==> config.mk <==
export PLATFORM = sky130hd
export DESIGN_NAME = lcd_mode_timing_sequencer_flat
export DESIGN_NICKNAME = d
export VERILOG_FILES = /design/src/rtl/lmts_pkg.sv /design/src/rtl/lmts_if.sv /design/src/rtl/lcd_mode_timing_sequencer.sv /design/src/flat_wrapper.sv
export VERILOG_INCLUDE_DIRS = /design/src /design/src/rtl
export SDC_FILE = /design/constraint.sdc
export NUM_CORES = 1
export LEC_CHECK = 0
export BUFFER_PORTS_ARGS = -buffer_cell sky130_fd_sc_hd__buf_4
export CORE_MARGIN = 4
export CORE_UTILIZATION = 40
export CTS_CLUSTER_DIAMETER = 200
export DETAILED_ROUTE_END_ITERATION = 10
export SYNTH_ARGS = -nofsm -noshare
export SYNTH_HDL_FRONTEND = slang
export SYNTH_SLANG_ARGS = --single-unit
==> constraint.sdc <==
create_clock -name i_clk -period 4.9 [get_ports i_clk]
set_clock_uncertainty 0.15 [all_clocks]
set_input_delay 0.49 -clock i_clk [delete_from_list [all_inputs] [get_ports i_clk]]
set_output_delay 0.49 -clock i_clk [all_outputs]
set_load 0.01 [all_outputs]
==> src/rtl/lcd_mode_timing_sequencer_defines.svh <==
// assertion helpers, sampled on i_clk and disabled while i_rst_n is low
`ifndef LCD_MODE_TIMING_SEQUENCER_DEFINES_SVH
`define LCD_MODE_TIMING_SEQUENCER_DEFINES_SVH

// same-cycle implication
`define LMTS_ASSERT_SAME(label, ante, cons, msg) \
    label: assert property (@(posedge i_clk) disable iff (!i_rst_n) (ante) |-> (cons)) \
        else $error(msg);

// next-cycle implication
`define LMTS_ASSERT_NEXT(label, ante, cons, msg) \
    label: assert property (@(posedge i_clk) disable iff (!i_rst_n) (ante) |=> (cons)) \
        else $error(msg);

`endif

==> src/rtl/lmts_pkg.sv <==
package lmts_pkg;

    localparam int ELAPSED_W = 6;
    localparam int ACC_W     = 10;
    localparam int LINE_W    = 8;
    localparam int ADDR_W    = 4;
    localparam int DATA_W    = 32;

    typedef enum logic [1:0] {
        MODE_HBLANK = 2'd0,
        MODE_VBLANK = 2'd1,
        MODE_OAM    = 2'd2,
        MODE_XFER   = 2'd3
    } t_mode;

    typedef enum logic [1:0] {
        REG_DISPLAY_ENABLE    = 2'd0,
        REG_LINE_COMPARE      = 2'd1,
        REG_VBLANK_IRQ_ENABLE = 2'd2
    } t_reg_idx;

    localparam logic [ACC_W-1:0] CYC_OAM    = 10'd80;
    localparam logic [ACC_W-1:0] CYC_XFER   = 10'd172;
    localparam logic [ACC_W-1:0] CYC_HBLANK = 10'd204;
    localparam logic [ACC_W-1:0] CYC_LINE   = 10'd456;
    localparam logic [ACC_W-1:0] ACC_MAX    = 10'd1023;

    localparam logic [LINE_W-1:0] FIRST_VBLANK_LINE = 8'd144;
    localparam logic [LINE_W-1:0] LAST_LINE         = 8'd153;

endpackage

==> src/rtl/lmts_if.sv <==
interface lmts_in_if;
    import lmts_pkg::*;

    logic                 valid;
    logic                 ready;
    logic [ELAPSED_W-1:0] elapsed_cycles;

    modport source (output valid, output elapsed_cycles, input ready);
    modport sink   (input valid, input elapsed_cycles, output ready);
endinterface

interface lmts_out_if;
    import lmts_pkg::*;

    logic              valid;
    logic              ready;
    logic [1:0]        mode;
    logic [LINE_W-1:0] line;
    logic              coincidence;
    logic              vblank_irq;
    logic              render_pulse;
    logic              frame_done;

    modport source (
        output valid, output mode, output line, output coincidence,
        output vblank_irq, output render_pulse, output frame_done, input ready
    );
    modport sink (
        input valid, input mode, input line, input coincidence,
        input vblank_irq, input render_pulse, input frame_done, output ready
    );
endinterface

==> src/rtl/lcd_mode_timing_sequencer.sv <==
// output: each result is registered and shown in the cycle after its input transaction
// throughput: one item per clock while the output is not stalled, set by the combinational mode
// step between the timing state registers and the output register; an output stall blocks input
// unless the output register is empty or can be emptied in the same cycle
// reset (synchronous, active low): mode pixel transfer, line and accumulator zero,
// configuration registers zero, output register empty
`include "lcd_mode_timing_sequencer_defines.svh"

module lcd_mode_timing_sequencer (
    input  logic                        i_clk,
    input  logic                        i_rst_n,
    lmts_in_if.sink                     i_item,
    lmts_out_if.source                  o_result,
    input  logic                        psel,
    input  logic                        penable,
    input  logic                        pwrite,
    input  logic [lmts_pkg::ADDR_W-1:0] paddr,
    input  logic [lmts_pkg::DATA_W-1:0] pwdata,
    output logic [lmts_pkg::DATA_W-1:0] prdata,
    output logic                        pready
);
    import lmts_pkg::*;

    logic              r_display_enable;
    logic [LINE_W-1:0] r_line_compare;
    logic              r_vblank_irq_enable;

    logic [ACC_W-1:0]  r_acc;
    t_mode             r_mode;
    logic [LINE_W-1:0] r_line;

    logic [ACC_W-1:0]  n_acc;
    t_mode             n_mode;
    logic [LINE_W-1:0] n_line;
    logic              n_irq;
    logic              n_render;
    logic              n_frame;

    logic              r_out_valid;
    t_mode             r_out_mode;
    logic [LINE_W-1:0] r_out_line;
    logic              r_out_coincidence;
    logic              r_out_irq;
    logic              r_out_render;
    logic              r_out_frame;

    logic              in_acc;
    logic              cfg_wr;
    t_reg_idx          cfg_idx;
    logic [ACC_W:0]    sum;
    logic [ACC_W-1:0]  acc_sat;
    logic [LINE_W-1:0] line_inc;

    // configuration port
    assign pready  = 1'b1;
    assign cfg_wr  = psel && penable && pwrite && pready;
    assign cfg_idx = t_reg_idx'(paddr[3:2]);

    always_comb begin
        case (cfg_idx)
            REG_DISPLAY_ENABLE:    prdata = {{(DATA_W-1){1'b0}}, r_display_enable};
            REG_LINE_COMPARE:      prdata = {{(DATA_W-LINE_W){1'b0}}, r_line_compare};
            REG_VBLANK_IRQ_ENABLE: prdata = {{(DATA_W-1){1'b0}}, r_vblank_irq_enable};
            default:               prdata = '0;
        endcase
    end

    always_ff @(posedge i_clk) begin
        if (!i_rst_n) begin
            r_display_enable    <= 1'b0;
            r_line_compare      <= '0;
            r_vblank_irq_enable <= 1'b0;
        end else if (cfg_wr) begin
            case (cfg_idx)
                REG_DISPLAY_ENABLE:    r_display_enable    <= pwdata[0];
                REG_LINE_COMPARE:      r_line_compare      <= pwdata[LINE_W-1:0];
                REG_VBLANK_IRQ_ENABLE: r_vblank_irq_enable <= pwdata[0];
                default: ;
            endcase
        end
    end

    // handshake: output register can be refilled in the cycle it drains
    assign i_item.ready = !r_out_valid || o_result.ready;
    assign in_acc       = i_item.valid && i_item.ready;

    // mode step
    assign sum      = {1'b0, r_acc} + {{(ACC_W+1-ELAPSED_W){1'b0}}, i_item.elapsed_cycles};
    assign acc_sat  = sum[ACC_W] ? ACC_MAX : sum[ACC_W-1:0];
    assign line_inc = r_line + 8'd1;

    always_comb begin
        n_acc    = r_acc;
        n_mode   = r_mode;
        n_line   = r_line;
        n_irq    = 1'b0;
        n_render = 1'b0;
        n_frame  = 1'b0;
        if (r_display_enable) begin
            n_acc = acc_sat;
            case (r_mode)
                MODE_HBLANK: begin
                    if (acc_sat >= CYC_HBLANK) begin
                        n_acc  = acc_sat - CYC_HBLANK;
                        n_line = line_inc;
                        if (line_inc == FIRST_VBLANK_LINE) begin
                            n_mode = MODE_VBLANK;
                            n_irq  = r_vblank_irq_enable;
                        end else begin
                            n_mode = MODE_OAM;
                        end
                    end
                end
                MODE_VBLANK: begin
                    if (acc_sat >= CYC_LINE) begin
                        n_acc  = acc_sat - CYC_LINE;
                        n_line = line_inc;
                        // wrap after the last vblank line
                        if (line_inc > LAST_LINE) begin
                            n_line  = '0;
                            n_mode  = MODE_OAM;
                            n_frame = 1'b1;
                        end
                    end
                end
                MODE_OAM: begin
                    if (acc_sat >= CYC_OAM) begin
                        n_acc  = acc_sat - CYC_OAM;
                        n_mode = MODE_XFER;
                    end
                end
                default: begin
                    if (acc_sat >= CYC_XFER) begin
                        n_acc    = acc_sat - CYC_XFER;
                        n_mode   = MODE_HBLANK;
                        n_render = 1'b1;
                    end
                end
            endcase
        end
    end

    always_ff @(posedge i_clk) begin
        if (!i_rst_n) begin
            r_acc  <= '0;
            r_mode <= MODE_XFER;
            r_line <= '0;
        end else if (in_acc) begin
            r_acc  <= n_acc;
            r_mode <= n_mode;
            r_line <= n_line;
        end
    end

    // output register
    always_ff @(posedge i_clk) begin
        if (!i_rst_n) begin
            r_out_valid <= 1'b0;
        end else if (in_acc) begin
            r_out_valid <= 1'b1;
        end else if (o_result.ready) begin
            r_out_valid <= 1'b0;
        end
    end

    always_ff @(posedge i_clk) begin
        if (in_acc) begin
            r_out_mode        <= n_mode;
            r_out_line        <= n_line;
            r_out_coincidence <= (n_line == r_line_compare);
            r_out_irq         <= n_irq;
            r_out_render      <= n_render;
            r_out_frame       <= n_frame;
        end
    end

    assign o_result.valid        = r_out_valid;
    assign o_result.mode         = r_out_mode;
    assign o_result.line         = r_out_line;
    assign o_result.coincidence  = r_out_coincidence;
    assign o_result.vblank_irq   = r_out_irq;
    assign o_result.render_pulse = r_out_render;
    assign o_result.frame_done   = r_out_frame;

    `LMTS_ASSERT_SAME(a_pulses_exclusive, r_out_valid,
        $onehot0({r_out_irq, r_out_render, r_out_frame}), "more than one pulse in a result")
    `LMTS_ASSERT_SAME(a_line_in_range, 1'b1, r_line <= LAST_LINE,
        "line counter beyond last line")
    `LMTS_ASSERT_NEXT(a_frozen_when_off, in_acc && !r_display_enable,
        $stable(r_acc) && $stable(r_mode) && $stable(r_line),
        "timing state moved while display disabled")
    `LMTS_ASSERT_SAME(a_render_enters_hblank, r_out_valid && r_out_render,
        r_out_mode == MODE_HBLANK, "render pulse without entering hblank")
    `LMTS_ASSERT_SAME(a_frame_wraps_line, r_out_valid && r_out_frame,
        r_out_line == '0 && r_out_mode == MODE_OAM, "frame done without line wrap")

endmodule

==> src/flat_wrapper.sv <==
// flat-port wrapper written by rule: the top's interface ports become plain ports
module lcd_mode_timing_sequencer_flat import lmts_pkg::*;
  (i_clk, i_rst_n, psel, penable, pwrite, paddr, pwdata, prdata, pready, i_item_valid, i_item_elapsed_cycles, i_item_ready, o_result_valid, o_result_mode, o_result_line, o_result_coincidence, o_result_vblank_irq, o_result_render_pulse, o_result_frame_done, o_result_ready);
  lmts_in_if i_item_i ();
  lmts_out_if o_result_i ();
  input  logic i_clk;
  input  logic i_rst_n;
  input  logic psel;
  input  logic penable;
  input  logic pwrite;
  input  logic [lmts_pkg::ADDR_W-1:0] paddr;
  input  logic [lmts_pkg::DATA_W-1:0] pwdata;
  output logic [lmts_pkg::DATA_W-1:0] prdata;
  output logic pready;
  input wire logic [$bits(i_item_i.valid)-1:0] i_item_valid;
  input wire logic [$bits(i_item_i.elapsed_cycles)-1:0] i_item_elapsed_cycles;
  output wire logic [$bits(i_item_i.ready)-1:0] i_item_ready;
  output wire logic [$bits(o_result_i.valid)-1:0] o_result_valid;
  output wire logic [$bits(o_result_i.mode)-1:0] o_result_mode;
  output wire logic [$bits(o_result_i.line)-1:0] o_result_line;
  output wire logic [$bits(o_result_i.coincidence)-1:0] o_result_coincidence;
  output wire logic [$bits(o_result_i.vblank_irq)-1:0] o_result_vblank_irq;
  output wire logic [$bits(o_result_i.render_pulse)-1:0] o_result_render_pulse;
  output wire logic [$bits(o_result_i.frame_done)-1:0] o_result_frame_done;
  input wire logic [$bits(o_result_i.ready)-1:0] o_result_ready;
  assign i_item_i.valid = i_item_valid;
  assign i_item_i.elapsed_cycles = i_item_elapsed_cycles;
  assign i_item_ready = i_item_i.ready;
  assign o_result_valid = o_result_i.valid;
  assign o_result_mode = o_result_i.mode;
  assign o_result_line = o_result_i.line;
  assign o_result_coincidence = o_result_i.coincidence;
  assign o_result_vblank_irq = o_result_i.vblank_irq;
  assign o_result_render_pulse = o_result_i.render_pulse;
  assign o_result_frame_done = o_result_i.frame_done;
  assign o_result_i.ready = o_result_ready;
  lcd_mode_timing_sequencer u_core (.i_clk(i_clk), .i_rst_n(i_rst_n), .i_item(i_item_i), .o_result(o_result_i), .psel(psel), .penable(penable), .pwrite(pwrite), .paddr(paddr), .pwdata(pwdata), .prdata(prdata), .pready(pready));
endmodule
==> flow_summary_export.csv <==
group,metric,value,unit
synthesis,yosys_register_bits,45,
placement,portBuffers,46,
run_status,status,"completed",
layout,final.fill_count,1037,
timing,maxSlewViolCount,0,
timing,final_period_utilization,96.7,%
timing,post-route-worst-setup-slack,0.163,ns
placement,placedInstanceArea,0.00502,mm²
layout,finalCoreUtilization,49.2,%
timing,timing.slew.headroom,41.1,%
clocking,clkSlewWorstSetupHoldPaths,0.09,ns
drt,drc,0,
layout,finish.instance_area,0.00517,mm²
critical_path,rr_worst_depth,20,
power_and_ir_drop,ir_drop,0.103,mV
placement,detailed_placement_hpwl,10100,µm
timing,worst_pin_slew,0.878,ns
synthesis,asyncSetResetFlopFracSynth,0,%
clocking,clock_tree_from_tritoncts,"built",
grt,grt_antenna_before_repair,0,
power_and_ir_drop,power_frac_comb,21.0,%
clocking,clock_tree.htree_level_count,2,
critical_path,critical_path.endpoint_type,"flop",
floorplan,core_region,0.0105,mm²
power_and_ir_drop,netSwitchingFraction,29.8,%
clocking,postCtsHoldBufs,0,
min_path,holdPathStages,3,
layout,non_filler_cells_final,765,
floorplan,die_w,113,µm
synthesis,syn_inst,559,
floorplan,floorplan.die.height,113,µm
grt,first_global_vias,4070,
drt,route.detailed.wl_per_inst,17.1,µm
job,timing.max_cap.violations,0,
drt,route.vias.total,4449,
placement,final_replace_weighted_congestion,0.978,
timing,totalNegativeSetupSlack,0,ns
layout,area_delta_synth_final,17.8,%
timing,min_period,4.74,ns
power_and_ir_drop,cell_internal_pwr,627,µW
grt,largest_net_degree_at_the_start_of_global_routing,27,
layout,layout.nets,700,
synthesis,synthesis.area,0.00439,mm²
synthesis,syn-mean-instance-area,7.85,µm²
grt,globalRoute.totalOverflow,0,
timing,report.final.hold_viol_count,0,
clocking,clk-insertion-delay-late,0.31,ns
clocking,clock_sinks,45,
synthesis,synth_sequential_area_ratio,23.7,%
power_and_ir_drop,power-per-cell-area,173,mW/mm²
floorplan,rows,37,
drt,drt_iter0_markers,328,
synthesis,synthDistinctLibCells,84,
grt,gr-usage-all-layers,20.1,%
placement,numPlacedInstances,756,
power_and_ir_drop,power_switching,266,µW
placement,preCtsSetupSlack,-0.158,ns
synthesis,yosysWarnings,0,
layout,antennaDiodeCount,0,
clocking,ctsRootBufferMaster,"clkbuf_8",
critical_path,critPathMaxFanout,6,
min_path,worstHoldPathType,"in2reg",
drt,drtPass1Iterations,6,
floorplan,die_area,0.0127,mm²
critical_path,worst-endpoint-required,4.84,ns
critical_path,critical_path_class,"reg2reg",
critical_path,worst_path_arrival_time,4.67,ns
drt,finalWirelength,13100,µm
critical_path,critical_path.startpoint_type,"flop",
power_and_ir_drop,p_clk_share,32.7,%
power_and_ir_drop,power_frac_seq,46.2,%
drt,vias_per_cell,5.82,
timing,report.final.setup_viol,0,
timing,max_freq,211,MHz
layout,drive_above_1_share,22.3,%
floorplan,initial_utilization,41.8,%
clocking,cts.path.max_buffers,2,
clocking,cts_made_buffers,5,
floorplan,io_pins,98,
synthesis,synth_enable_flop_cells,14,
power_and_ir_drop,power.static_leakage,2.02,nW
synthesis,ys_dominant_reg_cell,"dfxtp_1",
grt,global_route_wire_length_before_repair,21100,µm
drt,route.antenna.remaining_nets,0,
cell usage after synthesis, drive strengths merged, types with 4 or more instances:
master / n / area [µm²]
a21o: 4 / 30.0
clkbuf: 16 / 60.1
o221ai: 4 / 35.0
o211ai: 9 / 72.6
o22ai: 5 / 31.3
a21oi: 43 / 215
o21ai: 39 / 199
a311oi: 6 / 52.6
xor2: 5 / 43.8
edfxtp: 14 / 420
o21a: 6 / 46.3
nand2: 49 / 186
nor3: 12 / 70.1
mux2i: 13 / 130
a211oi: 18 / 163
buf: 42 / 287
o32ai: 4 / 42.6
inv: 31 / 116
nor2b: 5 / 31.3
a22oi: 8 / 60.1
o31ai: 6 / 58.8
dfxtp: 31 / 621
and3: 6 / 37.5
a31oi: 8 / 50.1
nand4: 4 / 25.0
nor2: 47 / 176
and2: 9 / 56.3
xnor2: 20 / 175
ha: 22 / 275
nand3: 19 / 100
power groups by stage:
stage,logic [mW],clock network (mW),registers [mW]
2_1_floorplan,0.130,0,0.418
3_3_place_gp,0.183,0,0.421
3_5_place_dp,0.185,0,0.421
4_1_cts,0.186,0.301,0.412
5_1_grt,0.207,0.314,0.416
6_report,0.188,0.292,0.413
per-stage QoR:
| step | hold WS [ns] | total power, mW |
|---|---|---|
| finish | 0.267 | 0.893 |
| global route | 0.275 | 0.937 |
| CTS | 0.263 | 0.899 |
| detailed placement | 0.327 | 0.606 |
| global placement | 0.319 | 0.604 |
| floorplan | 0.290 | 0.548 |
logic make-up (layout without fill, tap and decap cells):
| kind of cell | after synthesis | after routing | synth area share, % |
|---|---|---|---|
| compound gates | 189 | 189 | 30.7 |
| simple gates | 169 | 169 | 19.4 |
| buf+inv | 90 | 137 | 10.6 |
| flops | 45 | 45 | 23.7 |
| xor+xnor | 25 | 25 | 4.99 |
| fa+ha+maj | 24 | 24 | 6.96 |
| mux | 15 | 15 | 3.48 |
| other cells | 2 | 25 | 0.171 |
cell usage in the layout, fill, tap and decap left out, drive strengths merged, types with 8 or more instances in the layout:
| master | synthesis | routed |
|---|---|---|
| buf | 42 | 97 |
| nand2 | 49 | 49 |
| nor2 | 47 | 47 |
| a21oi | 43 | 43 |
| o21ai | 39 | 39 |
| dfxtp | 31 | 31 |
| inv | 31 | 31 |
| conb | 2 | 25 |
| ha | 22 | 22 |
| xnor2 | 20 | 20 |
| nand3 | 19 | 19 |
| a211oi | 18 | 18 |
| edfxtp | 14 | 14 |
| mux2i | 13 | 13 |
| nor3 | 12 | 12 |
| o211ai | 9 | 9 |
| and2 | 9 | 9 |
| a22oi | 8 | 8 |
| a31oi | 8 | 8 |
critical path: stages (launching register included):
cell	delay (ns)
dfxtp_2	0.33
ha_2	0.18
fa_2	0.41
a211oi_2	0.28
buf_4	0.16
o21ai_2	0.05
nand3_1	0.09
and2_4	0.15
inv_1	0.05
ha_2	0.19
a21bo_1	0.22
a311o_1	0.32
a211o_1	0.27
a211oi_4	0.27
o21a_2	0.20
nand4bb_1	0.13
buf_6	0.13
a211oi_1	0.04
a211oi_1	0.29
o2111ai_1	0.19
nor4b_2	0.41
final timing paths:
| check | start | endpoint | slack (ns) |
|---|---|---|---|
| setup / recovery | u_core.r_acc[0] | u_core.o_result.coincidence | 0.16 |
| hold / removal | pwdata[2] | u_core.r_line_compare[2] | 0.27 |
| setup reg to reg | u_core.r_acc[0] | u_core.o_result.coincidence | 0.16 |
| hold reg to reg | u_core.r_acc[3] | u_core.r_acc[3] | 0.34 |
state kept, by name, summed over array words and instances, names as in the netlist:
name,count
u_core.r_display_enable,1
u_core.o_result.render_pulse,1
u_core.o_result.mode,2
u_core.o_result.frame_done,1
u_core.o_result.coincidence,1
u_core.r_mode,2
u_core.o_result.line,8
u_core.r_line_compare,8
u_core.o_result.valid,1
u_core.r_line,8
u_core.r_acc,10
u_core.o_result.vblank_irq,1
u_core.r_vblank_irq_enable,1
timing repair:
action | CTS | global route
endpoints found under the setup margin | 0 | 2
buffers inserted | 0 | 1
gates resized for setup | 0 | 10
area by class of cell:
class	instances	area [µm²]	area share [%]
multi-input combinational	447	2990	57.9
sequential	45	1040	20.2
timing repair buffer	97	732	14.2
tap	136	170	3.29
inverter	32	120	2.32
clock buffer	5	68.8	1.33
clock inverter	3	41.3	0.799
metal layers:
metal  vias to the layer above  part of all wire, %  wire length (µm)  global-route usage [%]
li1                       2143                    -                 -                       -
met3                        12                  8.0              1050                    3.21
met5                         -                    0                 0                       0
met2                       184                   43              5660                    30.3
met1                      2110                   48              6240                    30.5
met4                         0                 0.98               128                    3.45
Note: power is estimated with default switching activity, not from simulation.
